[config.mk]
export PLATFORM = sky130hd
export DESIGN_NAME = thermal_false_color_mapper
export DESIGN_NICKNAME = d
export VERILOG_FILES = /design/src/rtl/core/tfcm_pkg.sv /design/src/rtl/core/tfcm_div.sv /design/src/rtl/core/tfcm_front.sv /design/src/rtl/core/tfcm_queue.sv /design/src/rtl/core/tfcm_back.sv /design/src/rtl/core/thermal_false_color_mapper.sv
export SDC_FILE = /design/constraint.sdc
export NUM_CORES = 2
export LEC_CHECK = 0
export ABC_AREA = 0
export BUFFER_PORTS_ARGS = -buffer_cell sky130_fd_sc_hd__buf_4
export CELL_PAD_IN_SITES_DETAIL_PLACEMENT = 1
export CELL_PAD_IN_SITES_GLOBAL_PLACEMENT = 1
export CORE_ASPECT_RATIO = 0.5
export CORE_MARGIN = 2
export CORE_UTILIZATION = 40
export CTS_CLUSTER_DIAMETER = 200
export DETAILED_ROUTE_END_ITERATION = 6
export GPL_TIMING_DRIVEN = 1
export PLACE_DENSITY = 0.78
export SKIP_CTS_REPAIR_TIMING = 1
export SLEW_MARGIN = 20
export SYNTH_ARGS = -nofsm -noshare
export SYNTH_HDL_FRONTEND = slang
export SYNTH_SLANG_ARGS = --single-unit
[constraint.sdc]
create_clock -name clk -period 11.3 [get_ports clk]
set_input_delay 3.39 -clock clk [delete_from_list [all_inputs] [get_ports clk]]
set_output_delay 3.39 -clock clk [all_outputs]
set_load 0.01 [all_outputs]
[src/rtl/core/tfcm_pkg.sv]
// package for the thermal false-color mapper: shared types and constants
// no dependencies; imported by every module under rtl/core
package tfcm_pkg;

    // default image geometry
    localparam int DEF_WIDTH  = 80;
    localparam int DEF_HEIGHT = 60;

    // field widths
    localparam int LINE_W  = 6;
    localparam int COL_W   = 7;
    localparam int PIX_W   = 16;
    localparam int IDX_W   = 13;
    localparam int LEVEL_W = 11;
    localparam int CHAN_W  = 8;

    // mapping constants
    localparam logic [3:0] DISCARD_NIBBLE = 4'hF;
    localparam int STAT_MIN_START = 65536;
    localparam int FIXED_BASE     = 4096;
    localparam int MEAN_BIAS      = 128;
    localparam int GREY_MAX       = 255;
    localparam int COLOUR_SPAN    = 1280;
    localparam int COLOUR_MAX     = 1279;

    // request queue geometry
    localparam int Q_DEPTH = 4;
    localparam int Q_PTR_W = 2;
    localparam int Q_CNT_W = 3;

    // divider: reciprocal multiply, product, correction and result cycles
    localparam int DIV_CNT_W = 3;
    localparam logic [DIV_CNT_W-1:0] DIV_STEPS = 3'd4;

    // configuration register indexes
    localparam logic [1:0] REG_MODE   = 2'd0;
    localparam logic [1:0] REG_COLOUR = 2'd1;
    localparam logic [1:0] REG_FIXED  = 2'd2;
    localparam logic [1:0] REG_ALPHA  = 2'd3;

    // color ramp bands, selected by level bits 10:8
    localparam logic [2:0] BAND_BLUE   = 3'd0;
    localparam logic [2:0] BAND_CYAN   = 3'd1;
    localparam logic [2:0] BAND_GREEN  = 3'd2;
    localparam logic [2:0] BAND_YELLOW = 3'd3;

    typedef enum logic [1:0] {
        MODE_MEAN = 2'd0,
        MODE_MIN  = 2'd1,
        MODE_MAX  = 2'd2,
        MODE_RAW  = 2'd3
    } ref_mode_t;

    // one classified request waiting for the back end
    typedef struct packed {
        logic [LEVEL_W-1:0] level;
        logic [LINE_W-1:0]  line;
        logic [COL_W-1:0]   col;
    } entry_t;

    // settings the back end needs
    typedef struct packed {
        logic              colour;
        logic [CHAN_W-1:0] alpha;
    } cfg_t;

    typedef struct packed {
        logic        start;
        logic [31:0] dividend;
    } div_req_t;

    typedef struct packed {
        logic        busy;
        logic        done;
        logic [31:0] quotient;
    } div_rsp_t;

endpackage

[src/rtl/core/tfcm_div.sv]
// signed divider by the constant pixel count, truncating toward zero
// depends on tfcm_pkg; reciprocal multiply with one correction step
module tfcm_div #(
    parameter int DIVISOR = tfcm_pkg::DEF_WIDTH * tfcm_pkg::DEF_HEIGHT
) (
    input  logic                clk,
    input  logic                rst_n,
    input  tfcm_pkg::div_req_t  req,
    output tfcm_pkg::div_rsp_t  rsp
);
    import tfcm_pkg::*;

    localparam int              DivW   = $clog2(DIVISOR + 1);
    localparam logic [DivW-1:0] DivK   = DivW'(DIVISOR);
    localparam longint          MagicL = (longint'(1) << 31) / longint'(DIVISOR);
    localparam logic [31:0]     Magic  = 32'(MagicL);

    localparam logic [DIV_CNT_W-1:0] StepMul = DIV_STEPS;
    localparam logic [DIV_CNT_W-1:0] StepEst = DIV_STEPS - DIV_CNT_W'(1);
    localparam logic [DIV_CNT_W-1:0] StepFix = DIV_STEPS - DIV_CNT_W'(2);

    logic [DIV_CNT_W-1:0] cnt_reg;
    logic [31:0]          num_reg;
    logic [31:0]          quo_reg;
    logic [31:0]          qd_reg;
    logic                 neg_reg;

    logic [63:0] prod_next;
    logic [31:0] qd_next;
    logic [31:0] rem;
    logic        fits;

    // estimate low by at most one, then a single compare and subtract
    always_comb
    begin
        prod_next = num_reg * Magic;
        qd_next   = quo_reg * 32'(DivK);
        rem       = num_reg - qd_reg;
        fits      = (rem >= 32'(DivK));
    end

    // step counter
    always_ff @(posedge clk or negedge rst_n)
    begin
        if (!rst_n)
        begin
            cnt_reg <= '0;
        end
        else if (req.start)
        begin
            cnt_reg <= DIV_STEPS;
        end
        else if (cnt_reg != '0)
        begin
            cnt_reg <= cnt_reg - 1'b1;
        end
    end

    // datapath
    always_ff @(posedge clk)
    begin
        if (req.start)
        begin
            neg_reg <= req.dividend[31];
            num_reg <= req.dividend[31] ? (~req.dividend + 32'd1) : req.dividend;
        end
        else
        begin
            case (cnt_reg)
                StepMul: quo_reg <= prod_next[62:31];
                StepEst: qd_reg  <= qd_next;
                StepFix: quo_reg <= quo_reg + 32'(fits);
                default: ;
            endcase
        end
    end

    always_comb
    begin
        rsp.busy     = (cnt_reg != '0);
        rsp.done     = (cnt_reg == DIV_CNT_W'(1));
        rsp.quotient = neg_reg ? (~quo_reg + 32'd1) : quo_reg;
    end

endmodule

[src/rtl/core/tfcm_front.sv]
// front end: accepts requests, holds configuration, statistic and reference,
// computes the clamped level; depends on tfcm_pkg
module tfcm_front #(
    parameter int WIDTH  = tfcm_pkg::DEF_WIDTH,
    parameter int HEIGHT = tfcm_pkg::DEF_HEIGHT
) (
    input  logic                       clk,
    input  logic                       rst_n,
    input  logic                       item_valid,
    output logic                       item_stall,
    input  logic                       frame_end,
    input  logic [3:0]                 packet_id_nibble,
    input  logic [tfcm_pkg::LINE_W-1:0] line_number,
    input  logic [tfcm_pkg::COL_W-1:0] column,
    input  logic signed [tfcm_pkg::PIX_W-1:0] pixel,
    input  logic                       cfg_valid,
    input  logic [1:0]                 cfg_index,
    input  logic [7:0]                 cfg_data,
    output tfcm_pkg::cfg_t             cfg,
    output logic                       push,
    output tfcm_pkg::entry_t           push_data,
    input  logic                       full,
    output tfcm_pkg::div_req_t         div_req,
    input  tfcm_pkg::div_rsp_t         div_rsp
);
    import tfcm_pkg::*;

    ref_mode_t          mode_reg;
    logic               colour_reg;
    logic               fixed_reg;
    logic [CHAN_W-1:0]  alpha_reg;
    logic signed [31:0] ref_reg;
    logic signed [31:0] ref_next;
    logic signed [31:0] stat_reg;
    logic signed [31:0] stat_next;

    logic               accept;
    logic               fe_accept;
    logic               in_range;
    logic               pix_ok;
    logic signed [34:0] p_ext;
    logic signed [34:0] r_ext;
    logic signed [17:0] fx;
    logic signed [17:0] fx_adj;
    logic signed [17:0] fx_q;
    logic signed [34:0] t;
    logic signed [34:0] hi;
    logic [LEVEL_W-1:0] level;

    function automatic logic signed [31:0] start_value(input ref_mode_t m);
        return (m == MODE_MIN) ? 32'(STAT_MIN_START) : 32'sd0;
    endfunction

    // handshake and classification
    always_comb
    begin
        item_stall = full || div_rsp.busy;
        accept     = item_valid && !item_stall;
        in_range   = ({26'd0, line_number} < 32'(HEIGHT)) && ({25'd0, column} < 32'(WIDTH));
        pix_ok     = !frame_end && (packet_id_nibble != DISCARD_NIBBLE) && in_range;
        push       = accept && pix_ok;
        fe_accept  = accept && frame_end;
    end

    // offset against the reference
    always_comb
    begin
        p_ext  = 35'(pixel);
        r_ext  = 35'(ref_reg);
        fx     = 18'(pixel) - 18'(FIXED_BASE);
        fx_adj = fx[17] ? (fx + 18'sd3) : fx;
        fx_q   = fx_adj >>> 2;
        case (mode_reg)
            MODE_MEAN:
            begin
                if (colour_reg && fixed_reg)
                begin
                    t = 35'(fx_q) + 35'(MEAN_BIAS);
                end
                else
                begin
                    t = p_ext - r_ext + 35'(MEAN_BIAS);
                end
            end
            MODE_MIN: t = p_ext - r_ext;
            MODE_MAX: t = (colour_reg ? 35'(COLOUR_SPAN) : 35'(GREY_MAX)) - r_ext + p_ext;
            default:  t = p_ext;
        endcase
    end

    // clamp to the output range
    always_comb
    begin
        hi = colour_reg ? 35'(COLOUR_MAX) : 35'(GREY_MAX);
        if (t < 35'sd0)
        begin
            level = '0;
        end
        else if (t > hi)
        begin
            level = hi[LEVEL_W-1:0];
        end
        else
        begin
            level = t[LEVEL_W-1:0];
        end
        push_data.level = level;
        push_data.line  = line_number;
        push_data.col   = column;
    end

    // running frame statistic
    always_comb
    begin
        stat_next = stat_reg;
        if (cfg_valid && (cfg_index == REG_MODE))
        begin
            stat_next = start_value(ref_mode_t'(cfg_data[1:0]));
        end
        else if (fe_accept)
        begin
            stat_next = start_value(mode_reg);
        end
        else if (push)
        begin
            case (mode_reg)
                MODE_MEAN: stat_next = stat_reg + 32'(pixel);
                MODE_MIN:  stat_next = (stat_reg > 32'(pixel)) ? 32'(pixel) : stat_reg;
                MODE_MAX:  stat_next = (stat_reg < 32'(pixel)) ? 32'(pixel) : stat_reg;
                default:   stat_next = stat_reg;
            endcase
        end
    end

    // reference commit at frame end, mean mode waits for the divider
    always_comb
    begin
        ref_next = ref_reg;
        if (fe_accept && (mode_reg != MODE_MEAN))
        begin
            ref_next = stat_reg;
        end
        else if (div_rsp.done)
        begin
            ref_next = signed'(div_rsp.quotient);
        end
        div_req.start    = fe_accept && (mode_reg == MODE_MEAN);
        div_req.dividend = stat_reg;
    end

    always_ff @(posedge clk or negedge rst_n)
    begin
        if (!rst_n)
        begin
            mode_reg   <= MODE_MEAN;
            colour_reg <= 1'b1;
            fixed_reg  <= 1'b0;
            alpha_reg  <= 8'hFF;
            ref_reg    <= '0;
            stat_reg   <= '0;
        end
        else
        begin
            ref_reg  <= ref_next;
            stat_reg <= stat_next;
            if (cfg_valid)
            begin
                case (cfg_index)
                    REG_MODE:   mode_reg   <= ref_mode_t'(cfg_data[1:0]);
                    REG_COLOUR: colour_reg <= cfg_data[0];
                    REG_FIXED:  fixed_reg  <= cfg_data[0];
                    REG_ALPHA:  alpha_reg  <= cfg_data;
                    default:    alpha_reg  <= alpha_reg;
                endcase
            end
        end
    end

    always_comb
    begin
        cfg.colour = colour_reg;
        cfg.alpha  = alpha_reg;
    end

    // a mean-mode frame end always starts the divider
    assert property (@(posedge clk) disable iff (!rst_n)
        (fe_accept && (mode_reg == MODE_MEAN)) |=> div_rsp.busy)
        else $error("divider not started at frame end");

    // no pixel enters while the reference is being computed
    assert property (@(posedge clk) disable iff (!rst_n)
        !(push && div_rsp.busy))
        else $error("pixel accepted while reference pending");

    // the reference only moves on a frame end or a divider result
    assert property (@(posedge clk) disable iff (!rst_n)
        (!fe_accept && !div_rsp.done) |=> $stable(ref_reg))
        else $error("reference changed outside frame end");

endmodule

[src/rtl/core/tfcm_queue.sv]
// short request queue between front and back end
// depends on tfcm_pkg
module tfcm_queue (
    input  logic             clk,
    input  logic             rst_n,
    input  logic             push,
    input  tfcm_pkg::entry_t push_data,
    input  logic             pop,
    output tfcm_pkg::entry_t pop_data,
    output logic             full,
    output logic             empty
);
    import tfcm_pkg::*;

    entry_t               mem [Q_DEPTH];
    logic [Q_PTR_W-1:0]   wr_ptr_reg;
    logic [Q_PTR_W-1:0]   rd_ptr_reg;
    logic [Q_CNT_W-1:0]   count_reg;
    logic [Q_CNT_W-1:0]   count_next;

    // storage
    always_ff @(posedge clk)
    begin
        if (push)
        begin
            mem[wr_ptr_reg] <= push_data;
        end
    end

    always_comb
    begin
        pop_data = mem[rd_ptr_reg];
        full     = (count_reg == Q_CNT_W'(Q_DEPTH));
        empty    = (count_reg == '0);
        case ({push, pop})
            2'b10:   count_next = count_reg + 1'b1;
            2'b01:   count_next = count_reg - 1'b1;
            default: count_next = count_reg;
        endcase
    end

    // pointers and fill count
    always_ff @(posedge clk or negedge rst_n)
    begin
        if (!rst_n)
        begin
            wr_ptr_reg <= '0;
            rd_ptr_reg <= '0;
            count_reg  <= '0;
        end
        else
        begin
            if (push)
            begin
                wr_ptr_reg <= wr_ptr_reg + 1'b1;
            end
            if (pop)
            begin
                rd_ptr_reg <= rd_ptr_reg + 1'b1;
            end
            count_reg <= count_next;
        end
    end

    assert property (@(posedge clk) disable iff (!rst_n)
        count_reg <= Q_CNT_W'(Q_DEPTH))
        else $error("queue count out of range");

    assert property (@(posedge clk) disable iff (!rst_n)
        !(push && full) && !(pop && empty))
        else $error("queue overrun or underrun");

endmodule

[src/rtl/core/tfcm_back.sv]
// back end: mirrored index, grey or color ramp, output register
// depends on tfcm_pkg
module tfcm_back #(
    parameter int WIDTH = tfcm_pkg::DEF_WIDTH
) (
    input  logic                        clk,
    input  logic                        rst_n,
    input  tfcm_pkg::cfg_t              cfg,
    input  logic                        empty,
    input  tfcm_pkg::entry_t            pop_data,
    output logic                        pop,
    output logic                        result_valid,
    input  logic                        result_stall,
    output logic [tfcm_pkg::IDX_W-1:0]  pixel_index,
    output logic [tfcm_pkg::CHAN_W-1:0] red,
    output logic [tfcm_pkg::CHAN_W-1:0] green,
    output logic [tfcm_pkg::CHAN_W-1:0] blue,
    output logic [tfcm_pkg::CHAN_W-1:0] alpha
);
    import tfcm_pkg::*;

    logic              valid_reg;
    logic [IDX_W-1:0]  idx_reg;
    logic [CHAN_W-1:0] red_reg;
    logic [CHAN_W-1:0] green_reg;
    logic [CHAN_W-1:0] blue_reg;
    logic [CHAN_W-1:0] alpha_reg;

    logic [IDX_W-1:0]  idx_next;
    logic [CHAN_W-1:0] red_next;
    logic [CHAN_W-1:0] green_next;
    logic [CHAN_W-1:0] blue_next;
    logic [CHAN_W-1:0] lo;

    // take a request when the output register is free or draining
    always_comb
    begin
        pop = !empty && (!valid_reg || !result_stall);
    end

    // mirrored target index
    always_comb
    begin
        idx_next = IDX_W'(32'(pop_data.line) * 32'(WIDTH) + 32'(WIDTH - 1)
                          - 32'(pop_data.col));
    end

    // grey level or five-band ramp
    always_comb
    begin
        lo = pop_data.level[CHAN_W-1:0];
        if (cfg.colour)
        begin
            case (pop_data.level[10:8])
                BAND_BLUE:
                begin
                    red_next = 8'd0;  green_next = 8'd0;  blue_next = lo;
                end
                BAND_CYAN:
                begin
                    red_next = 8'd0;  green_next = lo;    blue_next = 8'd255;
                end
                BAND_GREEN:
                begin
                    red_next = 8'd0;  green_next = 8'd255; blue_next = ~lo;
                end
                BAND_YELLOW:
                begin
                    red_next = lo;    green_next = 8'd255; blue_next = 8'd0;
                end
                default:
                begin
                    red_next = 8'd255; green_next = ~lo;   blue_next = 8'd0;
                end
            endcase
        end
        else
        begin
            red_next   = lo;
            green_next = lo;
            blue_next  = lo;
        end
    end

    always_ff @(posedge clk or negedge rst_n)
    begin
        if (!rst_n)
        begin
            valid_reg <= 1'b0;
        end
        else if (pop)
        begin
            valid_reg <= 1'b1;
        end
        else if (!result_stall)
        begin
            valid_reg <= 1'b0;
        end
    end

    always_ff @(posedge clk)
    begin
        if (pop)
        begin
            idx_reg   <= idx_next;
            red_reg   <= red_next;
            green_reg <= green_next;
            blue_reg  <= blue_next;
            alpha_reg <= cfg.alpha;
        end
    end

    always_comb
    begin
        result_valid = valid_reg;
        pixel_index  = idx_reg;
        red          = red_reg;
        green        = green_reg;
        blue         = blue_reg;
        alpha        = alpha_reg;
    end

endmodule

[src/rtl/core/thermal_false_color_mapper.sv]
// top level of the thermal false-color mapper
// depends on tfcm_pkg, tfcm_front, tfcm_div, tfcm_queue, tfcm_back
//
// Usage:
//   Item channel (item_valid / item_stall) carries one request per cycle while item_stall is low: a
//   pixel with packet nibble, line and column, or a frame-end marker. Discard
//   packets and out-of-range positions give no result; frame ends give none.
//   Result channel (result_valid / result_stall) returns the mirrored index
//   and the RGBA color of each kept pixel, in order.
//   Configuration (cfg_valid / cfg_ready, cfg_index, cfg_data) is always
//   ready; write it only while the block is idle.
//   Throughput is one pixel per cycle while neither stall is raised. An accepted
//   pixel passes through the queue and then the output register to result_valid.
//   A frame end in mean mode runs a reciprocal-multiply divide by WIDTH*HEIGHT;
//   item_stall stays high while the divider is busy. Other frame ends pass without a stall.
//   When result_stall is high the output register holds; the four-entry
//   queue keeps accepting until it fills, then item_stall rises.
//   Reset clears the configuration to mean mode, color output, alpha 255,
//   reference and statistic zero, and empties the queue.
module thermal_false_color_mapper #(
    parameter int WIDTH  = tfcm_pkg::DEF_WIDTH,
    parameter int HEIGHT = tfcm_pkg::DEF_HEIGHT
) (
    input  logic                               clk,
    input  logic                               rst_n,
    input  logic                               item_valid,
    output logic                               item_stall,
    input  logic                               frame_end,
    input  logic [3:0]                         packet_id_nibble,
    input  logic [tfcm_pkg::LINE_W-1:0]        line_number,
    input  logic [tfcm_pkg::COL_W-1:0]         column,
    input  logic signed [tfcm_pkg::PIX_W-1:0]  pixel,
    output logic                               result_valid,
    input  logic                               result_stall,
    output logic [tfcm_pkg::IDX_W-1:0]         pixel_index,
    output logic [tfcm_pkg::CHAN_W-1:0]        red,
    output logic [tfcm_pkg::CHAN_W-1:0]        green,
    output logic [tfcm_pkg::CHAN_W-1:0]        blue,
    output logic [tfcm_pkg::CHAN_W-1:0]        alpha,
    input  logic                               cfg_valid,
    output logic                               cfg_ready,
    input  logic [1:0]                         cfg_index,
    input  logic [7:0]                         cfg_data
);
    import tfcm_pkg::*;

    localparam int Divisor = WIDTH * HEIGHT;

    cfg_t     cfg;
    entry_t   push_data;
    entry_t   pop_data;
    logic     push;
    logic     pop;
    logic     full;
    logic     empty;
    div_req_t div_req;
    div_rsp_t div_rsp;

    assign cfg_ready = 1'b1;

    tfcm_front #(
        .WIDTH  (WIDTH),
        .HEIGHT (HEIGHT)
    ) u_front (
        .clk              (clk),
        .rst_n            (rst_n),
        .item_valid       (item_valid),
        .item_stall       (item_stall),
        .frame_end        (frame_end),
        .packet_id_nibble (packet_id_nibble),
        .line_number      (line_number),
        .column           (column),
        .pixel            (pixel),
        .cfg_valid        (cfg_valid),
        .cfg_index        (cfg_index),
        .cfg_data         (cfg_data),
        .cfg              (cfg),
        .push             (push),
        .push_data        (push_data),
        .full             (full),
        .div_req          (div_req),
        .div_rsp          (div_rsp)
    );

    tfcm_div #(
        .DIVISOR (Divisor)
    ) u_div (
        .clk   (clk),
        .rst_n (rst_n),
        .req   (div_req),
        .rsp   (div_rsp)
    );

    tfcm_queue u_queue (
        .clk       (clk),
        .rst_n     (rst_n),
        .push      (push),
        .push_data (push_data),
        .pop       (pop),
        .pop_data  (pop_data),
        .full      (full),
        .empty     (empty)
    );

    tfcm_back #(
        .WIDTH (WIDTH)
    ) u_back (
        .clk          (clk),
        .rst_n        (rst_n),
        .cfg          (cfg),
        .empty        (empty),
        .pop_data     (pop_data),
        .pop          (pop),
        .result_valid (result_valid),
        .result_stall (result_stall),
        .pixel_index  (pixel_index),
        .red          (red),
        .green        (green),
        .blue         (blue),
        .alpha        (alpha)
    );

endmodule

==> flow_summary.toml <==
[synthesis]
ys_seq_area_share_pct = 26.0
syn_area_um2 = 35300
synth.mux.area_fraction_pct = 2.75
synth_area_leader_cell = "edfxtp_1"
yosys_register_bits = 319
synth_compound_area_share_pct = 15.1
synthSimpleGateAreaFrac_pct = 12.8
synth_edf_count = 232
synth_top_family_by_area = "adder cells"
avgSynthCellArea_um2 = 9.45
yosys.cell_count.top_type = "inv_1"
async_reset_ff_share_pct = 27.3
ys_top_cells_by_area = "edfxtp_1, ha_1, fa_1, dfrtp_1, inv_1"
synth_xor_area_share_pct = 6.78
syn_nets = 4487
syn_inst = 3730
synth_cell_types = 94
synth_top_area_share_pct = 19.8
synth_common_cells = "inv_1, ha_1, nor2_1"
synthAdderAreaFrac_pct = 30.3
ys_warn_count = 0
synthFlopType = "edfxtp_1"

[worst_setup_path]
crit_cells = 25
path_buf_inv = 3
cp.required_ns = 11.60
reg2regPathDepth = 30
cp-start-kind = "input pin"
reg2reg_to = "u_queue.mem[2][23]"
path_max_fanout = 10
timing.rr.start = "u_front.colour_reg"
crit_end = "u_queue.mem[2][23]"
cpPeakStageDelay_ns = 0.50
endpoint_kind = "flop"
critPathTopFamily = "compound AO/OA/AOI/OAI gates"
cp_slowest_cell = "or3b_2"
arrival_ns = 9.65
criticalPathCategory = "in2reg"
r2r_setup_slack_ns = 2.24
startpoint = "pixel[0]"

[clock_tree]
cts_sinks = 319
cts_buffers = 36
path_clk_slew_ns = 0.06
clock-root-buffer = "clkbuf_16"
h-tree-depth = 2
clockBufferDepth = 3
cts_tree = "built"
insertion_delay_ns = 0.56

[placed_design]
numPortBuffers = 95
dp_hpwl_mm = 90.7
gp_congestion = 0.920

[floorplan]
num_rows = 76
coreArea_um2 = 86700
io_pins = 97
initial_core_util_pct = 40.7
fp.dieArea_um2 = 90700
fp.dieW_um = 424
die_h_um = 214

[cells_and_area]
syn_to_final_growth_pct = 8.74
drive_gt1_share_pct = 6.86
final_nets = 4536
top_register = "u_queue.mem"
largest_reg_flops = 96

[global_routing]
grt_first_pass_wirelength_mm = 178
overflow = 0
grt_max_degree = 71
grt_usage_pct = 24.8
grt_pass1_vias = 31326
grt_antenna_before_repair = 3

[detailed_routing]
wl_per_cell_um = 22.6
drt_wl_total_mm = 112
drc = 0
vias = 28788
drt-initial-drc-count = 1897
ant_nets = 0
first_pass_iters = 6
viasPerCell = 5.78

[sta]
finalHoldViolCount = 0
finalClockSkew_ns = 0.0241
period_needed_ns = 9.35
worst_pin_slew_ns = 1.17
rsz0062_at_grt = "false"
setup_tns_ns = 0
slew_headroom_pct = 20.8
slew_violations = 0
setup_viol = 0
period_share_pct = 82.8
timing.fmax_mhz = 107

[job]
cap_violations = 0

[hold_path]
worstHoldStart = "u_queue.count_reg[0]"
hp-class = "reg2reg"

[run_status]
status = "completed"
[logic make-up after synthesis]
group,Yosys count
multiplexers,67
flip-flops,319
other,1
AND/OR/NAND/NOR,947
XOR/XNOR,271
AO/OA/AOI/OAI,835
buffers and inverters,582
adder cells (fa/ha/maj),708
[worst reg2reg max path: cells and delay by family (launching register included)]
| family | cells | cell delay, ns |
|---|---|---|
| AO/OA/AOI/OAI | 14 | 3.84 |
| XOR/XNOR | 2 | 0.33 |
| adder cells (fa/ha/maj) | 3 | 1.16 |
| buffers and inverters | 1 | 0.50 |
| flip-flops | 1 | 1.02 |
| multiplexers | 1 | 0.37 |
| AND/OR/NAND/NOR | 9 | 1.61 |
[worst min-delay path by stage]
stage,end,slack (ns),cells after the start
floorplan,u_back.result_valid,0.45,2
global placement,u_queue.count_reg[2],0.48,1
global route,u_queue.count_reg[0],0.53,1
finish,u_queue.count_reg[0],0.51,1
CTS,u_queue.count_reg[0],0.51,1
detailed placement,u_queue.count_reg[0],0.50,1
[cells in the final DEF, fill, tap and decap left out, types with 26 or more instances in the layout]
| cell type | netlist | final |
|---|---|---|
| xnor2_1 | 181 | 181 |
| a31oi_1 | 29 | 29 |
| ha_1 | 464 | 464 |
| nor4_1 | 27 | 27 |
| buf_4 | 1 | 118 |
| a21o_1 | 46 | 46 |
| nand3_1 | 60 | 60 |
| nand4_1 | 44 | 44 |
| a211oi_1 | 29 | 29 |
| nor2_1 | 286 | 282 |
| o21a_1 | 27 | 27 |
| edfxtp_1 | 232 | 232 |
| clkbuf_16 | 0 | 37 |
| xor2_1 | 89 | 89 |
| o21bai_1 | 26 | 26 |
| fa_1 | 244 | 244 |
| inv_1 | 473 | 473 |
| o21ai_0 | 230 | 230 |
| o31ai_1 | 30 | 30 |
| or3_1 | 33 | 33 |
| mux2i_1 | 30 | 30 |
| a21oi_1 | 219 | 218 |
| nand2b_1 | 36 | 35 |
| dfrtp_1 | 78 | 77 |
| nand2_1 | 263 | 263 |
| nor3_1 | 63 | 63 |
[per-stage QoR]
step           std cells  setup WS [ns]  util (%)  cell area [um2]  hold WS [ns]
4_1_cts             4975           1.98      44.2            38300         0.511
2_1_floorplan       3730           2.72         -            35300         0.451
3_3_place_gp        4911           1.67      42.9            37200         0.480
5_1_grt             4977           1.58      44.2            38300         0.525
3_5_place_dp        4911           1.44      42.9            37200         0.499
6_report            4977           1.95      44.2            38300         0.512
[area by class of cell]
cell class / count / area [um2]
timing repair buffer: 118 / 886
sequential: 319 / 9160
clock inverter: 12 / 80.1
fill: 9973 / 48400
clock buffer: 52 / 1030
antenna: 2 / 5.00
inverter: 475 / 1780
multi-input combinational: 2829 / 23900
tap: 1170 / 1460
[per-layer routing]
layer	vias to the layer above	track usage [%]	part of all wire [%]
met5	-	0	0.0098
met3	201	3.69	5.7
met2	725	42.0	48
li1	13197	-	-
met1	14663	32.5	43
met4	2	7.90	3.2
Power is not shown: default switching activity piles up to over one toggle a cycle in this logic, so the estimate is an artifact.
